### config.mk
export PLATFORM = sky130hd
export DESIGN_NAME = otsu_threshold_from_histogram
export DESIGN_NICKNAME = d
export VERILOG_FILES = /design/src/hdl/otsu_pkg.sv /design/src/hdl/otsu_ram.sv /design/src/hdl/otsu_mul.sv /design/src/hdl/otsu_dp.sv /design/src/hdl/otsu_ctrl.sv /design/src/hdl/otsu_threshold_from_histogram.sv
export SDC_FILE = /design/constraint.sdc
export NUM_CORES = 2
export LEC_CHECK = 0
export BUFFER_PORTS_ARGS = -buffer_cell sky130_fd_sc_hd__buf_2
export CAP_MARGIN = 20
export CORE_MARGIN = 8
export CORE_UTILIZATION = 55
export CTS_BUF_LIST = sky130_fd_sc_hd__clkbuf_8
export CTS_CLUSTER_DIAMETER = 200
export DETAILED_ROUTE_END_ITERATION = 10
export GPL_TIMING_DRIVEN = 1
export HOLD_SLACK_MARGIN = 0.15
export PLACE_DENSITY = 0.68
export REMOVE_ABC_BUFFERS = 1
export SETUP_SLACK_MARGIN = 0.05
export SLEW_MARGIN = 20
export SYNTH_ARGS = -nofsm -noshare
export SYNTH_HDL_FRONTEND = slang
export SYNTH_SLANG_ARGS = --single-unit
### constraint.sdc
create_clock -name clk -period 14.1 [get_ports clk]
set_input_delay 2.115 -clock clk [delete_from_list [all_inputs] [get_ports clk]]
set_output_delay 2.115 -clock clk [all_outputs]
set_load 0.01 [all_outputs]
### src/hdl/otsu_pkg.sv
// Shared types and constants for the Otsu threshold block.
`default_nettype none

package otsu_pkg;

  // Fixed field widths of the channels
  localparam int COUNT_PORT_W = 20;
  localparam int THR_W        = 4;

  // Controller states
  typedef enum logic [2:0] {
    ST_LOAD,
    ST_FETCH,
    ST_ACC,
    ST_CHECK,
    ST_MUL_GO,
    ST_MUL_RUN,
    ST_FINISH
  } state_t;

  // Products formed for one candidate split, in issue order
  typedef enum logic [2:0] {
    MUL_X,
    MUL_Y,
    MUL_D2,
    MUL_P,
    MUL_LHS,
    MUL_RHS
  } mul_op_t;

  // Commands from controller to datapath
  typedef struct packed {
    logic    load;
    logic    scan_init;
    logic    acc;
    logic    next_t;
    logic    mul_start;
    logic    mul_capture;
    mul_op_t mul_op;
    logic    out_load;
    logic    frame_clear;
  } cmd_t;

  // Status from datapath to controller
  typedef struct packed {
    logic wb_zero;
    logic wf_zero;
    logic last_t;
    logic mul_busy;
  } status_t;

endpackage

`default_nettype wire

### src/hdl/otsu_ram.sv
// Generic simple dual-port RAM with registered read.
`default_nettype none

module otsu_ram #(
  parameter int WIDTH = 20,
  parameter int DEPTH = 8
) (
  input  wire logic                     clk,
  input  wire logic                     we,
  input  wire logic [$clog2(DEPTH)-1:0] waddr,
  input  wire logic [WIDTH-1:0]         wdata,
  input  wire logic [$clog2(DEPTH)-1:0] raddr,
  output logic      [WIDTH-1:0]         rdata
);

  logic [WIDTH-1:0] mem [DEPTH];

  // Write port
  always_ff @(posedge clk) begin
    if (we) begin
      mem[waddr] <= wdata;
    end
  end

  // Registered read port
  always_ff @(posedge clk) begin
    rdata <= mem[raddr];
  end

endmodule

`default_nettype wire

### src/hdl/otsu_mul.sv
// Shift-add multiplier: one multiplier bit per cycle, stops when the rest is zero.
`default_nettype none

module otsu_mul #(
  parameter int AW = 144,
  parameter int BW = 49
) (
  input  wire logic          clk,
  input  wire logic          rst,
  input  wire logic          start,
  input  wire logic [AW-1:0] a_in,
  input  wire logic [BW-1:0] b_in,
  output logic               busy,
  output logic      [AW-1:0] product
);

  logic [AW-1:0] a_sh;
  logic [BW-1:0] b_sh;

  assign busy = (b_sh != '0);

  // Multiplier bits left to consume
  always_ff @(posedge clk) begin
    if (rst) begin
      b_sh <= '0;
    end else if (start) begin
      b_sh <= b_in;
    end else if (busy) begin
      b_sh <= b_sh >> 1;
    end
  end

  // Shifted multiplicand and running sum
  always_ff @(posedge clk) begin
    if (start) begin
      a_sh    <= a_in;
      product <= '0;
    end else if (busy) begin
      if (b_sh[0]) begin
        product <= product + a_sh;
      end
      a_sh <= a_sh << 1;
    end
  end

endmodule

`default_nettype wire

### src/hdl/otsu_dp.sv
// Datapath: bin store, frame sums, scan sums, product registers and best split.
`default_nettype none

module otsu_dp #(
  parameter int BINS        = 8,
  parameter int COUNT_WIDTH = 20
) (
  input  wire logic                             clk,
  input  wire logic                             rst,
  input  wire otsu_pkg::cmd_t                   cmd,
  output otsu_pkg::status_t                     status,
  input  wire logic [otsu_pkg::COUNT_PORT_W-1:0] bin_count,
  output logic      [otsu_pkg::THR_W-1:0]        threshold
);
  import otsu_pkg::*;

  localparam int CW = (COUNT_WIDTH < COUNT_PORT_W) ? COUNT_WIDTH : COUNT_PORT_W;
  localparam int IW = $clog2(BINS);
  localparam int NW = $clog2(BINS + 1);
  localparam int TW = CW + IW;          // pixel total and class weights
  localparam int SW = CW + 2 * IW;      // index-weighted sums
  localparam int XW = SW + TW;          // cross products and their difference
  localparam int PW = 2 * XW + 2 * TW;  // widest compare product

  // Frame state
  logic [NW-1:0] load_idx;
  logic [TW-1:0] total;
  logic [SW-1:0] wsum;

  // Scan state
  logic [IW-1:0]     t;
  logic [IW:0]       t_plus;
  logic [TW-1:0]     wb;
  logic [TW-1:0]     wf;
  logic [SW-1:0]     sumb;
  logic [XW-1:0]     x_reg;
  logic [XW-1:0]     d;
  logic [2*XW-1:0]   d2;
  logic [2*TW-1:0]   p;
  logic [PW-1:0]     lhs;
  logic [2*XW-1:0]   best_num;
  logic [2*TW-1:0]   best_den;
  logic [IW:0]       thr;

  logic [CW-1:0]     cnt;
  logic              wr_en;
  logic [IW+CW-1:0]  load_prod;
  logic [CW-1:0]     h;
  logic [IW+CW-1:0]  th_prod;
  logic [XW-1:0]     y_val;

  logic [PW-1:0]     mul_a;
  logic [XW-1:0]     mul_b;
  logic              mul_busy;
  logic [PW-1:0]     mul_p;

  assign cnt       = bin_count[CW-1:0];
  assign wr_en     = cmd.load && (load_idx < NW'(BINS));
  assign load_prod = load_idx[IW-1:0] * cnt;
  assign th_prod   = t * h;
  assign t_plus    = {1'b0, t} + 1'b1;
  assign wf        = total - wb;
  assign y_val     = mul_p[XW-1:0];

  otsu_ram #(
    .WIDTH (CW),
    .DEPTH (BINS)
  ) u_bins (
    .clk   (clk),
    .we    (wr_en),
    .waddr (load_idx[IW-1:0]),
    .wdata (cnt),
    .raddr (t),
    .rdata (h)
  );

  // Pick the operands of the next product
  always_comb begin
    case (cmd.mul_op)
      MUL_X: begin
        mul_a = PW'(sumb);
        mul_b = XW'(total);
      end
      MUL_Y: begin
        mul_a = PW'(wsum);
        mul_b = XW'(wb);
      end
      MUL_D2: begin
        mul_a = PW'(d);
        mul_b = d;
      end
      MUL_P: begin
        mul_a = PW'(wb);
        mul_b = XW'(wf);
      end
      MUL_LHS: begin
        mul_a = PW'(d2);
        mul_b = XW'(best_den);
      end
      MUL_RHS: begin
        mul_a = PW'(best_num);
        mul_b = XW'(p);
      end
      default: begin
        mul_a = '0;
        mul_b = '0;
      end
    endcase
  end

  otsu_mul #(
    .AW (PW),
    .BW (XW)
  ) u_mul (
    .clk     (clk),
    .rst     (rst),
    .start   (cmd.mul_start),
    .a_in    (mul_a),
    .b_in    (mul_b),
    .busy    (mul_busy),
    .product (mul_p)
  );

  // Accumulate the frame on each stored beat, drop it after the scan
  always_ff @(posedge clk) begin
    if (rst || cmd.frame_clear) begin
      load_idx <= '0;
      total    <= '0;
      wsum     <= '0;
    end else if (wr_en) begin
      load_idx <= load_idx + 1'b1;
      total    <= total + TW'(cnt);
      wsum     <= wsum + SW'(load_prod);
    end
  end

  // Scan registers
  always_ff @(posedge clk) begin
    if (cmd.scan_init) begin
      t        <= '0;
      wb       <= '0;
      sumb     <= '0;
      best_num <= '0;
      best_den <= (2*TW)'(1);
      thr      <= '0;
    end else begin
      if (cmd.acc) begin
        wb   <= wb + TW'(h);
        sumb <= sumb + SW'(th_prod);
      end
      if (cmd.next_t) begin
        t <= t_plus[IW-1:0];
      end
      if (cmd.mul_capture) begin
        case (cmd.mul_op)
          MUL_X:   x_reg <= mul_p[XW-1:0];
          MUL_Y:   d     <= (x_reg >= y_val) ? (x_reg - y_val) : (y_val - x_reg);
          MUL_D2:  d2    <= mul_p[2*XW-1:0];
          MUL_P:   p     <= mul_p[2*TW-1:0];
          MUL_LHS: lhs   <= mul_p;
          MUL_RHS: begin
            // Keep the first strictly larger variance
            if (lhs > mul_p) begin
              best_num <= d2;
              best_den <= p;
              thr      <= t_plus;
            end
          end
          default: begin
          end
        endcase
      end
    end
  end

  // Output register
  always_ff @(posedge clk) begin
    if (cmd.out_load) begin
      threshold <= THR_W'(thr);
    end
  end

  assign status.wb_zero  = (wb == '0);
  assign status.wf_zero  = (wb == total);
  assign status.last_t   = (t_plus == (IW+1)'(load_idx));
  assign status.mul_busy = mul_busy;

  a_load_idx_range: assert property (@(posedge clk) disable iff (rst)
    load_idx <= NW'(BINS))
    else $error("bin count ran past the store depth");

  a_scan_in_range: assert property (@(posedge clk) disable iff (rst)
    cmd.acc |-> ({1'b0, t} < (IW+1)'(load_idx)))
    else $error("scan read a bin that was not stored in this frame");

endmodule

`default_nettype wire

### src/hdl/otsu_ctrl.sv
// Controller: load bins, step the scan, sequence the products, deliver the result.
`default_nettype none

module otsu_ctrl (
  input  wire logic                clk,
  input  wire logic                rst,
  input  wire logic                in_valid,
  input  wire logic                last_bin,
  output logic                     in_stall,
  output logic                     out_valid,
  input  wire logic                out_stall,
  input  wire otsu_pkg::status_t   status,
  output otsu_pkg::cmd_t           cmd
);
  import otsu_pkg::*;

  state_t  state, state_next;
  mul_op_t mul_op, mul_op_next;
  logic    in_take;
  logic    out_free;

  assign in_stall = (state != ST_LOAD);
  assign in_take  = in_valid && !in_stall;
  assign out_free = !out_valid || !out_stall;

  // State registers
  always_ff @(posedge clk) begin
    if (rst) begin
      state  <= ST_LOAD;
      mul_op <= MUL_X;
    end else begin
      state  <= state_next;
      mul_op <= mul_op_next;
    end
  end

  // Result valid: set on load, drop when the beat is taken
  always_ff @(posedge clk) begin
    if (rst) begin
      out_valid <= 1'b0;
    end else if (cmd.out_load) begin
      out_valid <= 1'b1;
    end else if (out_valid && !out_stall) begin
      out_valid <= 1'b0;
    end
  end

  // Next state and commands
  always_comb begin
    state_next  = state;
    mul_op_next = mul_op;
    cmd         = '0;
    cmd.mul_op  = mul_op;
    case (state)
      ST_LOAD: begin
        if (in_take) begin
          cmd.load = 1'b1;
          if (last_bin) begin
            cmd.scan_init = 1'b1;
            state_next    = ST_FETCH;
          end
        end
      end
      ST_FETCH: begin
        state_next = ST_ACC;
      end
      ST_ACC: begin
        cmd.acc    = 1'b1;
        state_next = ST_CHECK;
      end
      ST_CHECK: begin
        if (status.wb_zero) begin
          // Empty background so far: skip this split
          if (status.last_t) begin
            state_next = ST_FINISH;
          end else begin
            cmd.next_t = 1'b1;
            state_next = ST_FETCH;
          end
        end else if (status.wf_zero) begin
          state_next = ST_FINISH;
        end else begin
          mul_op_next = MUL_X;
          state_next  = ST_MUL_GO;
        end
      end
      ST_MUL_GO: begin
        cmd.mul_start = 1'b1;
        state_next    = ST_MUL_RUN;
      end
      ST_MUL_RUN: begin
        if (!status.mul_busy) begin
          cmd.mul_capture = 1'b1;
          case (mul_op)
            MUL_X:   mul_op_next = MUL_Y;
            MUL_Y:   mul_op_next = MUL_D2;
            MUL_D2:  mul_op_next = MUL_P;
            MUL_P:   mul_op_next = MUL_LHS;
            MUL_LHS: mul_op_next = MUL_RHS;
            default: mul_op_next = MUL_X;
          endcase
          if (mul_op == MUL_RHS) begin
            if (status.last_t) begin
              state_next = ST_FINISH;
            end else begin
              cmd.next_t = 1'b1;
              state_next = ST_FETCH;
            end
          end else begin
            state_next = ST_MUL_GO;
          end
        end
      end
      ST_FINISH: begin
        // Hold until the output register is free
        if (out_free) begin
          cmd.out_load    = 1'b1;
          cmd.frame_clear = 1'b1;
          state_next      = ST_LOAD;
        end
      end
      default: begin
        state_next = ST_LOAD;
      end
    endcase
  end

  a_last_starts_scan: assert property (@(posedge clk) disable iff (rst)
    (in_take && last_bin) |=> (state == ST_FETCH))
    else $error("final bin did not start the scan");

  a_result_from_finish: assert property (@(posedge clk) disable iff (rst)
    $rose(out_valid) |-> ($past(state) == ST_FINISH))
    else $error("result appeared outside the finish step");

endmodule

`default_nettype wire

### src/hdl/otsu_threshold_from_histogram.sv
// Top level of the Otsu threshold block: controller plus datapath.
//
//   channel  beat                    valid      stall      direction
//   input    bin_count, last_bin     in_valid   in_stall   into block
//   output   threshold               out_valid  out_stall  out of block
//
// Bins load at one beat per cycle; a final bin starts the scan, during which
// in_stall is high. Each candidate split runs on the one shared shift-add
// multiplier, with TW = CW + log2(BINS), XW = 2*CW + 3*log2(BINS) and
// CW = min(COUNT_WIDTH, 20). A frame's result waits in the output register;
// bins of the next frame are taken meanwhile. Reset is synchronous and
// empties the frame.
`default_nettype none

module otsu_threshold_from_histogram #(
  parameter int BINS        = 8,
  parameter int COUNT_WIDTH = 20
) (
  input  wire logic                              clk,
  input  wire logic                              rst,
  input  wire logic                              in_valid,
  output logic                                   in_stall,
  input  wire logic [otsu_pkg::COUNT_PORT_W-1:0] bin_count,
  input  wire logic                              last_bin,
  output logic                                   out_valid,
  input  wire logic                              out_stall,
  output logic      [otsu_pkg::THR_W-1:0]        threshold
);
  import otsu_pkg::*;

  cmd_t    cmd;
  status_t status;

  otsu_ctrl u_ctrl (
    .clk       (clk),
    .rst       (rst),
    .in_valid  (in_valid),
    .last_bin  (last_bin),
    .in_stall  (in_stall),
    .out_valid (out_valid),
    .out_stall (out_stall),
    .status    (status),
    .cmd       (cmd)
  );

  otsu_dp #(
    .BINS        (BINS),
    .COUNT_WIDTH (COUNT_WIDTH)
  ) u_dp (
    .clk       (clk),
    .rst       (rst),
    .cmd       (cmd),
    .status    (status),
    .bin_count (bin_count),
    .threshold (threshold)
  );

endmodule

`default_nettype wire
## Word-level counts from Yosys, hierarchy flattened

Memory sizes are Yosys's and may differ from the RTL's. A register that Yosys moved wholly into a read port is not among the register bits.
Cells that the tools add are included.

| operators by class | value |
|---|---|
| $mul | 2 |
| muxes and demuxes | 39 |
| reduce and logical (&&, ||, !) cells | 25 |
| $lt $le $gt $ge | 3 |
| bitwise gates (word level) | 1 |
| equality and inequality tests | 19 |
| add/subtract/negate cells | 10 |

Operator list:

| operator | number |
|---|---|
| 98-bit one-hot mux with 6 select lines | 1 |
| 49-bit one-hot mux with 6 select lines | 1 |
| 144-bit two-way mux | 2 |
| 49-bit two-way mux | 3 |
| 144-bit adder | 1 |
| 144-bit greater-than comparator | 1 |
| 49-bit subtractor | 2 |
| 26-bit by 23-bit adder with 26-bit output | 2 |
| 49-bit greater-or-equal comparator | 1 |
| 49-bit nonzero test | 1 |
| 23-bit by 20-bit adder with 23-bit output | 2 |
| 3-bit by 20-bit multiplier with 23-bit output | 2 |
| 3-bit two-way mux | 10 |
| 23-bit equality test | 1 |
| 23-bit zero test | 1 |
| 23-bit subtractor | 1 |
| 3-bit one-hot mux with 7 select lines | 1 |
| 3-bit AND reduction | 6 |
| 3-bit equality test (second input constant) | 5 |
| 3-bit one-hot mux with 5 select lines | 1 |
| 1-bit two-way mux | 13 |
| 3-bit by 2-bit equality test with 1-bit output (second input constant) | 4 |
| 2-bit two-way mux | 5 |
| 2-bit inequality test (second input constant) | 4 |
| 17 further kinds | 28 |

| storage, ports and cells | value |
|---|---|
| memories | 1 |
| register bits | 987 |
| bits of input ports | 25 |
| word-level logic and storage cells | 121 |
| output and inout bits | 6 |
| bits in writable memories | 160 |

Memories:

| name | words | width | read ports | clocked after memory_dff | write ports | RTL line | source |
|---|---|---|---|---|---|---|---|
| u_dp.u_bins.mem | 8 | 20 | 1 | 1 | 1 | otsu_ram.sv:16 | `logic [WIDTH-1:0] mem [DEPTH];` |

## Longest topological paths before layout

| depth | value |
|---|---|
| depth after elaboration | 8 |
| gate-level depth with buffers | 21 |
| depth with buffers taken out | 18 |

## By module

A second synthesis with hierarchy kept.

| second synthesis, totals | value |
|---|---|
| cells, all modules | 7,303 |
| area total of the unflattened synthesis | 71,648.7 um^2 |

By module, submodules not included:

| module | cells each | area an instance (um^2) | times used | sequential area each (um^2) |
|---|---|---|---|---|
| otsu_dp | 4,508 | 42,271.8 | 1 | 16,776.1 |
| otsu_mul | 2,456 | 22,163.8 | 1 | 8,187.9 |
| otsu_ram | 264 | 6,612.6 | 1 | 5,205.0 |
| otsu_ctrl | 75 | 600.6 | 1 | 140.1 |

## Least setup slack after synthesis

Ideal clock, no wire load.

| timing path | value |
|---|---|
| path kind | register -> register |
| start point | register u_dp.u_mul.b_sh[23] |
| end point | register u_dp.lhs[0] (enable) |
| arrival time | 11.330 ns |
| buffers on the path | 0 |
| library setup time | 0.823 ns |
| slack | 1.947 ns |
| cell stages (with the launch flop) | 6 |
| required time | 13.277 ns |
| clock period less this slack | 12.153 ns |
| cells stage by stage | dfxtp_1 -> nor4_1 -> nand4_1 -> nor4_1 -> nand3_1 -> nor3_1 |

| between the ends | value |
|---|---|
| cells in the longest elaborated chain, start to end | 4 |

Ends and longest elaborated chain:

| element | RTL line | source |
|---|---|---|
| start: declaration | otsu_mul.sv:18 | `logic [BW-1:0] b_sh;` |
| start signal: assignment | otsu_mul.sv:27 | `b_sh <= b_in;` |
| start signal: assignment | otsu_mul.sv:29 | `b_sh <= b_sh >> 1;` |
| 49-bit nonzero test | otsu_mul.sv:20 | `assign busy = (b_sh != '0);` |
| 1-bit two-way mux | otsu_ctrl.sv:92 | `if (!status.mul_busy) begin` |
| 1-bit two-way mux | otsu_ctrl.sv:54 | `case (state)` |
| 3-bit AND reduction (no source line) | -- |  |
| end signal: assignment | otsu_dp.sv:160 | `MUL_LHS: lhs <= mul_p;` |
| end: declaration | otsu_dp.sv:40 | `logic [PW-1:0] lhs;` |

Every way passes these cells.
A chain may end at the register's enable or synchronous reset.

## Final worst setup path

| timing path | value |
|---|---|
| start point | input port bin_count[0] (netlist bit) |
| end point | register u_dp.wsum[23] |

| between the ends | value |
|---|---|
| cells in the longest elaborated chain, start to end | 2 |

Ends and longest elaborated chain:

| element | RTL line | source |
|---|---|---|
| start: declaration | otsu_threshold_from_histogram.sv:23 | `input wire logic [otsu_pkg::COUNT_PORT_W-1:0] bin_count,` |
| 3-bit by 20-bit multiplier with 23-bit output | otsu_dp.sv:59 | `assign load_prod = load_idx[IW-1:0] * cnt;` |
| 26-bit by 23-bit adder with 26-bit output | otsu_dp.sv:133 | `wsum <= wsum + SW'(load_prod);` |
| end signal: assignment | otsu_dp.sv:133 |  |
| end: declaration | otsu_dp.sv:28 | `logic [SW-1:0] wsum;` |

Every way passes these cells.

==> qor.csv <==
metric,value,unit
outcome,completed,
io_pins,31,
hold_viol,0,
layout_commonest_cell,a21oi_1,
setup_viol,0,
portBuffers,30,
final.setup.tns,0,ps
synth_top_family_by_area,compound AO/OA/AOI/OAI gates,
wl_per_cell,22.6,µm
initial_core_util,55.4,%
grt_pass1_wl,318,mm
htreeDepth,4,
final_cell_mix,"a21oi_1, edfxtp_1, nand2_1",
synth.area.mux_share,5.88,%
synth_edf_count,694,
crit_type,input port to register,
postLayoutCellArea,76000,µm²
synth.distinct_cells,96,
p_per_area,107,nW/µm²
hold_class,register to register,
clk_pin_slew,70,ps
ant_nets,0,
clk_latency,940,ps
die-area,140000,µm²
placedInstanceArea,72100,µm²
gp_congestion,0.948,
setup.worst_path.start_class,input port,
antenna_found_initial,2,
slowest_delay,850,ps
dieHeight,374,µm
synth-seq-area-share,42.9,%
clock-sinks,1167,
cts_hold_buf,0,
yosys_warnings,0,
synth-compound-area-share,18.2,%
drive_above_1_share,7.94,%
grt_max_degree,185,
postSynthAreaPerCell,9.55,µm²
drc,0,
yosys.area_share.simple,13.4,%
largest_reg_flops,160,
clock_skew,45.2,ps
irDropWorstVdd,0.105,mV
relSlewSlack,23.9,%
crit_fanout,12,
nets,7910,
cts_buffers,195,
cts_root_buf,clkbuf_8,
grt_overflow,0,
path_buf_inv,2,
grt_setup_unrepaired,no,
max_freq,0.161,GHz
cpMostUsedCell,fa_1,
critPathSlowestCell,a2111oi_0,
slew_violations,0,
power,0.00813,W
drt_iter0_markers,5232,
async_flop_share,0,%
core_area,128000,µm²
yosys.area_share.xor_xnor,3.37,%
crit_family,compound AO/OA/AOI/OAI gates,
setup_slack,7900,ps
synth-adder-area-share,11.2,%
die_w,374,µm
cp-end-kind,register,
hpwl,146,mm
first_pass_iters,6,
required,14880,ps
leakage,28.7,nW
utilization,59.6,%
post-cts-setup-buffer-count,0,
n_fill_cell,11000,
cts_tree,built,
clock_path_buffers,3,
min_period_over_period,44.0,%
critical_path_arrival,6980,ps
vias,56600,
drt_wl_total,206,mm
syn_area,70600,µm²
path_cells,"buf_2, nand2_1, fa_1, inv_1, fa_1, fa_1, a21o_1, a21oi_1, o21bai_1, a2111oi_0, o31ai_1, a41oi_1, a21oi_1, and2_1, a31oi_1, a211oi_1, xnor2_1, nor2_1",
preCtsSetupSlack,7030,ps
regMostFlops,u_dp.u_bins.mem,
cts_resized,0,
max_slew.worst_pin.slew,1140,ps
synth-main-ff-cell,edfxtp_1,
rows,131,
grt_pass1_vias,54800,
ys_ff_latch,1167,
grt_util_all_layers,28.3,%
synth_cells,7395,
period_minus_slack,6200,ps
max_cap_viol_count,0,
vias_per_cell,6.20,
area_growth,7.60,%
[final timing paths]
kind | start | to | slack (ps) | cells past startpoint
min | u_dp.u_mul.b_sh[5] | u_dp.u_mul.b_sh[4] | 450 | 2
min reg2reg | u_dp.u_mul.b_sh[5] | u_dp.u_mul.b_sh[4] | 450 | 2
max reg2reg | u_dp.u_mul.product[1] | u_dp.best_den[7] | 8160 | 15
max | bin_count[0] | u_dp.wsum[23] | 7900 | 18
[per-layer routing]
layer  part of all wire, %  wire length (µm)  vias up  track usage (%)
li1                      -                 -    26500                -
met1                    45             91700    27600             39.7
met2                    45             91900     2113             44.3
met3                   7.4             15300      380             4.83
met4                   3.4              7100        0             10.0
met5                     0                 0        -                0
[per-stage QoR]
stage / instances / hold WS, ps
floorplan: 6982 / 402
global route: 9130 / 478
detailed placement: 8766 / 452
global placement: 8766 / 445
CTS: 9129 / 453
finish: 9131 / 451
[worst reg2reg max path, delay by kind of cell (launching register included)]
kind / cells / cell delay (ps)
simple gates: 2 / 240
buf+inv: 2 / 1020
fa+ha+maj: 1 / 330
compound gates: 10 / 3700
flops: 1 / 550
[report_power, final]
group          leakage [nW]  internal, W  switching [W]
clock network          2.23      0.00155        0.00147
logic                  16.6     0.000498       0.000797
registers              9.89      0.00369       0.000122
total                  28.7      0.00574        0.00239
[cell families after synthesis]
kind of cell	count (synthesis)
muxes	356
DFF	1167
adders and majority gates	584
and+or+nand+nor	2004
AOI/OAI and AO/OA	2115
buffers and inverters	897
xor gates and xnor gates	272
[area by class of cell]
type                            instances  area [µm²]  share of cell area, %
Sequential cell                      1167       30300                   39.9
Inverter                              484        1820                   2.39
Clock inverter                        143         845                   1.11
Tap cell                             1662        2080                   2.74
Multi-Input combinational cell       5331       37000                   48.7
Antenna cell                            2        5.00                0.00659
Clock buffer                          220        3030                   3.98
Timing Repair Buffer                  122         866                   1.14
[synthesized netlist by cell type (20+ instances only)]
library cell / number / area, µm²
nor4_1: 39 / 244
inv_1: 484 / 1820
a21oi_1: 782 / 3910
a211oi_1: 37 / 278
nor2b_1: 56 / 350
o211ai_1: 26 / 195
mux2_2: 59 / 664
dfxtp_1: 473 / 9470
and3_1: 22 / 138
o21a_1: 49 / 368
buf_2: 32 / 160
o31ai_1: 22 / 165
and2_1: 174 / 1090
nand2b_1: 59 / 369
a22o_1: 31 / 272
o221ai_1: 22 / 193
a221oi_1: 23 / 201
o22ai_1: 20 / 125
nor3_1: 101 / 505
xor2_1: 87 / 762
a21o_1: 226 / 1700
or3_1: 26 / 163
o21ai_0: 542 / 2710
clkbuf_1: 325 / 1220
a22oi_1: 40 / 300
nor2_1: 516 / 1940
fa_1: 84 / 1680
mux4_2: 41 / 923
edfxtp_1: 694 / 20800
o21bai_1: 90 / 676
a21boi_0: 21 / 158
a31oi_1: 49 / 307
xnor2_1: 185 / 1620
ha_1: 500 / 6260
nand3_1: 228 / 1140
nor3b_1: 23 / 173
nand2_1: 568 / 2130
mux2i_1: 256 / 2560
buf_1: 46 / 173
nand4_1: 147 / 920
(Power assumes the default switching activity.)
